### src/rtl/open_addressing_hash_table_defines.svh
// Assertion macros for the open addressing hash table
`ifndef OPEN_ADDRESSING_HASH_TABLE_DEFINES_SVH
`define OPEN_ADDRESSING_HASH_TABLE_DEFINES_SVH
`ifndef SYNTHESIS
`define OAHT_ASSERT(label, clk, rst_n, prop, msg) \
	label: assert property (@(posedge clk) disable iff (!rst_n) prop) else $error(msg);
`define OAHT_ASSERT_NR(label, clk, prop, msg) \
	label: assert property (@(posedge clk) prop) else $error(msg);
`else
`define OAHT_ASSERT(label, clk, rst_n, prop, msg)
`define OAHT_ASSERT_NR(label, clk, prop, msg)
`endif
`endif

### src/rtl/oaht_pkg.sv
// Shared types, constants and helpers for the open addressing hash table
package oaht_pkg;
	localparam int MAX_SLOTS = 64;
	localparam int KEY_BYTES = 8;
	localparam int SLOT_W = $clog2(MAX_SLOTS);
	localparam int SIZE_W = 7;
	localparam int SUM_W = 11;
	localparam int HASH_W = SUM_W + 5;
	localparam logic [4:0] HASH_MULT = 5'd31;
	localparam logic [SIZE_W-1:0] SIZE_RESET = 7'd64;

	typedef enum logic [1:0] {
		REQ_LOOKUP = 2'd0,
		REQ_INSERT = 2'd1,
		REQ_REMOVE = 2'd2,
		REQ_NONE   = 2'd3
	} req_t;

	typedef enum logic [1:0] {
		ST_OK       = 2'd0,
		ST_REJECT   = 2'd1,
		ST_NOTFOUND = 2'd2,
		ST_UNUSED   = 2'd3
	} status_t;

	typedef struct packed {
		logic [1:0]  req_type;
		logic [62:0] key;
		logic [31:0] value;
	} in_word_t;

	typedef struct packed {
		logic [1:0]  status;
		logic [31:0] value_out;
		logic [5:0]  slot_index;
	} out_word_t;

	typedef struct packed {
		logic [1:0]        req;
		logic [63:0]       key;
		logic [31:0]       value;
		logic [SUM_W-1:0]  sum;
	} job_t;

	typedef enum logic [2:0] {
		BK_IDLE,
		BK_MOD,
		BK_HOME,
		BK_SCAN,
		BK_DONE
	} bk_state_t;
endpackage

### src/rtl/oaht_front.sv
// Front: normalises the key, sums its bytes and queues the job
module oaht_front import oaht_pkg::*; (
	input  logic     clk,
	input  logic     arst_n,
	input  logic     push,
	output logic     full,
	input  in_word_t in_word,
	output logic     job_valid,
	input  logic     job_take,
	output job_t     job
);
	localparam int DEPTH = 2;
	job_t        q_q [DEPTH];
	logic        wp_q, rp_q;
	logic [1:0]  cnt_q;
	job_t        nj;
	logic        stop;
	logic [63:0] raw;

	assign raw = {1'b0, in_word.key};

	always_comb begin
		nj.req = in_word.req_type;
		nj.value = in_word.value;
		nj.key = '0;
		nj.sum = '0;
		stop = 1'b0;
		for (int i = 0; i < KEY_BYTES; i++) begin
			if (!stop && raw[8*i +: 8] != 8'd0) begin
				nj.key[8*i +: 8] = raw[8*i +: 8];
				nj.sum = nj.sum + SUM_W'(raw[8*i +: 8]);
			end else begin
				stop = 1'b1;
			end
		end
	end

	assign full = (cnt_q == 2'(DEPTH));
	assign job_valid = (cnt_q != 2'd0);
	assign job = q_q[rp_q];

	always_ff @(posedge clk) begin
		if (push && !full) q_q[wp_q] <= nj;
	end

	always_ff @(posedge clk or negedge arst_n) begin
		if (!arst_n) begin
			wp_q <= 1'b0;
			rp_q <= 1'b0;
			cnt_q <= '0;
		end else begin
			if (push && !full) wp_q <= ~wp_q;
			if (job_take && job_valid) rp_q <= ~rp_q;
			cnt_q <= cnt_q + 2'(push && !full) - 2'(job_take && job_valid);
		end
	end
endmodule

### config.mk
export PLATFORM = sky130hd
export DESIGN_NAME = oaht_front
export DESIGN_NICKNAME = d
export VERILOG_FILES = /design/src/rtl/open_addressing_hash_table_defines.svh /design/src/rtl/oaht_pkg.sv /design/src/rtl/oaht_front.sv
export SDC_FILE = /design/constraint.sdc
export NUM_CORES = 1
export LEC_CHECK = 0
export BUFFER_PORTS_ARGS = -buffer_cell sky130_fd_sc_hd__buf_2
export CORE_MARGIN = 5
export CORE_UTILIZATION = 52
export DETAILED_ROUTE_END_ITERATION = 6
export PLACE_DENSITY = 0.74
export SYNTH_ARGS = -nofsm -noshare
export SYNTH_HDL_FRONTEND = slang
export SYNTH_SLANG_ARGS = --single-unit
### constraint.sdc
create_clock -name clk -period 17.5 [get_ports clk]
set_clock_uncertainty 0.15 [all_clocks]
set_input_delay 2.625 -clock clk [delete_from_list [all_inputs] [get_ports clk]]
set_output_delay 2.625 -clock clk [all_outputs]
set_load 0.03 [all_outputs]
==> metrics.md <==
| Metric | Value |
|---|---|
| Register area share after synthesis | 0.565 |
| Synth cell count leaders | edfxtp_1 (216), mux2_2 (127), nand2_1 (60) |
| Initial Util | 0.531 |
| Setup Viol. Count Final | 0 |
| Worst Hold Class | reg2reg |
| Critical path's largest stage delay | around 0.42 ns |
| Tot GR Track Use | 0.198 |
| Status | completed |
| Most common cell in the netlist | edfxtp_1 |
| 1st-iter DRT viols | ~480 |
| Site row count | 54 |
| Mapped cell area | 11600 um^2 |
| CP max-delay cell | fa_1 |
| Hpwl dp | about 18000 um |
| First-pass GRT wire length | ~41000 um |
| Main flop type after synthesis | edfxtp_1 |
| Ranking of synthesized cells by area | edfxtp_1 (56%), mux2_2 (12%), ha_1 (6.1%) |
| Hold_buf cts | 0 |
| RSZ-0062 raised after global routing | no |
| Combined area of the multi-input logic cells | 4870 um^2 |
| DR DRC count | 0 |
| Peak Freq | around 96 MHz |
| DR vias/cell | 5.56 |
| Post-CTS setup buffers | 0 |
| CTS Buf Count | 24 |
| Largest net degree at the start of global routing | 71 |
| Final GP Congestion | approximately 0.9 |
| Remaining global-route overflow | 0 |
| Crit. path cell count | 45 |
| Final hold violation count | 0 |
| Kind of critical path | in2reg |
| Fraction of layout cells with a size suffix above 1 | 0.359 |
| Cell taking the most area after synthesis | edfxtp_1 |
| Worst setup startpoint | in_word[40] |
| Detailed Routing Iterations Pass 1 | 5 |
| Sequential cell area | 6590 um^2 |
| Share of flip-flops with an asynchronous set or reset | 0.0182 |
| Final WL | roughly 26000 um |
| DIE AREA | between 20000 and 30000 um^2 |
| Routed length per instance | between 15 and 20 um |
| TritonCTS clock tree | built |
| Critical Path AT | between 10 and 15 ns |
| CTS Root Cell | clkbuf_16 |
| Core area | 22000 um^2 |
| Clock Pin Slew Worst Setup and Hold Paths | 0.06 ns |
| Initial antenna violation count | 1 |
| WP data required | around 18 ns |
| Syn Nets | between 1000 and 1500 |
| Worst R2R Path Depth | 3 |
| Fill cells | around 1700 |
| Synthesis-stage register bit count | 220 |
| PortBufs | 210 |
| RR Startpoint | cnt_q[1] |
| Clk sink count | 220 |
| Vias in the first global route | just under 8000 |
| Worst-Margin Slew | approximately 1.1 ns |
| CP Launch Type | primary input |
| Yosys warnings | 0 |
| Vias post-DR | 7672 |
| Area Growth Syn to Fin | 17.8% |
| CP delay by family, top | compound AO/OA/AOI/OAI gates |
| Avg Inst Size Synth | between 10 and 15 um^2 |
| Maximum clock insertion buffer count | 3 |
| Clock latency on the worst-skew pair | 0.51 ns |
| CTS H-Tree Depth | 1 |
| Top-area cell type share of the netlist area | 0.557 |
| Reg-to-Reg End | q_q[1][22] |
| Crit end category | flip-flop |
| Max Slew Vio Count | 0 |
| Fin crit period | about 10 ns |
| Die Width | 160 um |
| Post-synthesis instance total | 876 |
| Max_cap viols | 0 |
| Synth cell types | 59 |
| Crit share post-route | 0.595 |
| Post-route ant nets | 0 |
| Post-route setup TNS | 0 ns |
| Worst Path Buf+Inv | 3 |
| IO Count | around 210 |
| Final nets | approximately 1200 |
| CP Capture Point | q_q[0][10] |
| Rel. slew slack | 0.242 |
| PostCTS Resize Cnt | 0 |
| Number of synthesized flops with an enable pin | 216 |
| Crit Path Max Fanout | 5 |
| Die H | ~160 um |
| FF-to-FF setup slack | around 15 ns |
[cells by family (layout without fill, tap and decap cells)]
family / after synthesis / after routing / share of synthesized area
other cells: 1 / 2 / 0.000322
fa+ha+maj: 64 / 64 / 0.0732
compound gates: 143 / 143 / 0.0828
xor+xnor: 44 / 44 / 0.0350
flops: 220 / 220 / 0.565
buf+inv: 54 / 277 / 0.0185
simple gates: 216 / 216 / 0.0960
mux: 134 / 134 / 0.129
[state kept, by name, indices dropped and copies added, names as in the netlist]
signal / cells
cnt_q: 2
wp_q: 1
rp_q: 1
q_q: 216
[placed cells by master (no fill, tap or decap), types with 14 or more instances in the layout]
cell,instances
and3_1,18
a21oi_1,32
mux2_2,127
and2_1,42
inv_1,21
ha_1,57
nor2_1,39
buf_2,210
a21o_1,14
o21ai_0,32
clkbuf_16,24
xnor2_1,29
edfxtp_1,216
nand2_1,60
[per-layer routing]
layer / share of wire / vias to the layer above / global-route usage
met4: 0.028 / 0 / 0.0540
met3: 0.046 / 43 / 0.0309
met1: 0.43 / 3707 / 0.264
li1: - / 3728 / -
met2: 0.49 / 194 / 0.339
met5: 0 / - / 0
[worst min-delay path by stage]
stage / startpoint / end / slack, ns / cells past startpoint
6_report: cnt_q[1] / cnt_q[1] / 0.35 / 1
5_1_grt: cnt_q[1] / cnt_q[1] / 0.37 / 1
4_1_cts: cnt_q[1] / cnt_q[1] / 0.35 / 1
3_5_place_dp: cnt_q[1] / cnt_q[1] / 0.34 / 1
3_3_place_gp: cnt_q[1] / cnt_q[1] / 0.33 / 1
2_1_floorplan: cnt_q[1] / cnt_q[1] / 0.31 / 1
[final cells by class]
class,instances,area share
repair buffers,215,0.0793
well taps,280,0.0255
clock buffers,27,0.0446
diodes,1,0.000182
flip-flops and latches,220,0.480
clock inverters,14,0.00930
multi-input cells,602,0.355
inverters,21,0.00574
[worst reg2reg max path, delay by kind of cell (launching register included)]
kind / cells / cell delay (ns)
AND/OR/NAND/NOR: 2 / 0.88
buffers and inverters: 1 / 0.73
flip-flops: 1 / 0.40
[metrics by stage]
stage / setup slack [ns] / hold WS, ns / utilization / cells / cell area, um^2
after floorplan: 7.71 / 0.310 / - / 876 / 11600
after global placement: 6.87 / 0.331 / 0.591 / 1338 / 13000
after detailed placement: 6.69 / 0.345 / 0.591 / 1338 / 13000
after CTS: 7.21 / 0.354 / 0.625 / 1379 / 13700
after global routing: 6.32 / 0.369 / 0.625 / 1380 / 13700
final: 7.08 / 0.349 / 0.625 / 1380 / 13700
Power is left out: the tool's default activity adds up to more than one toggle a clock period on the data nets, which glitch-free logic cannot reach.
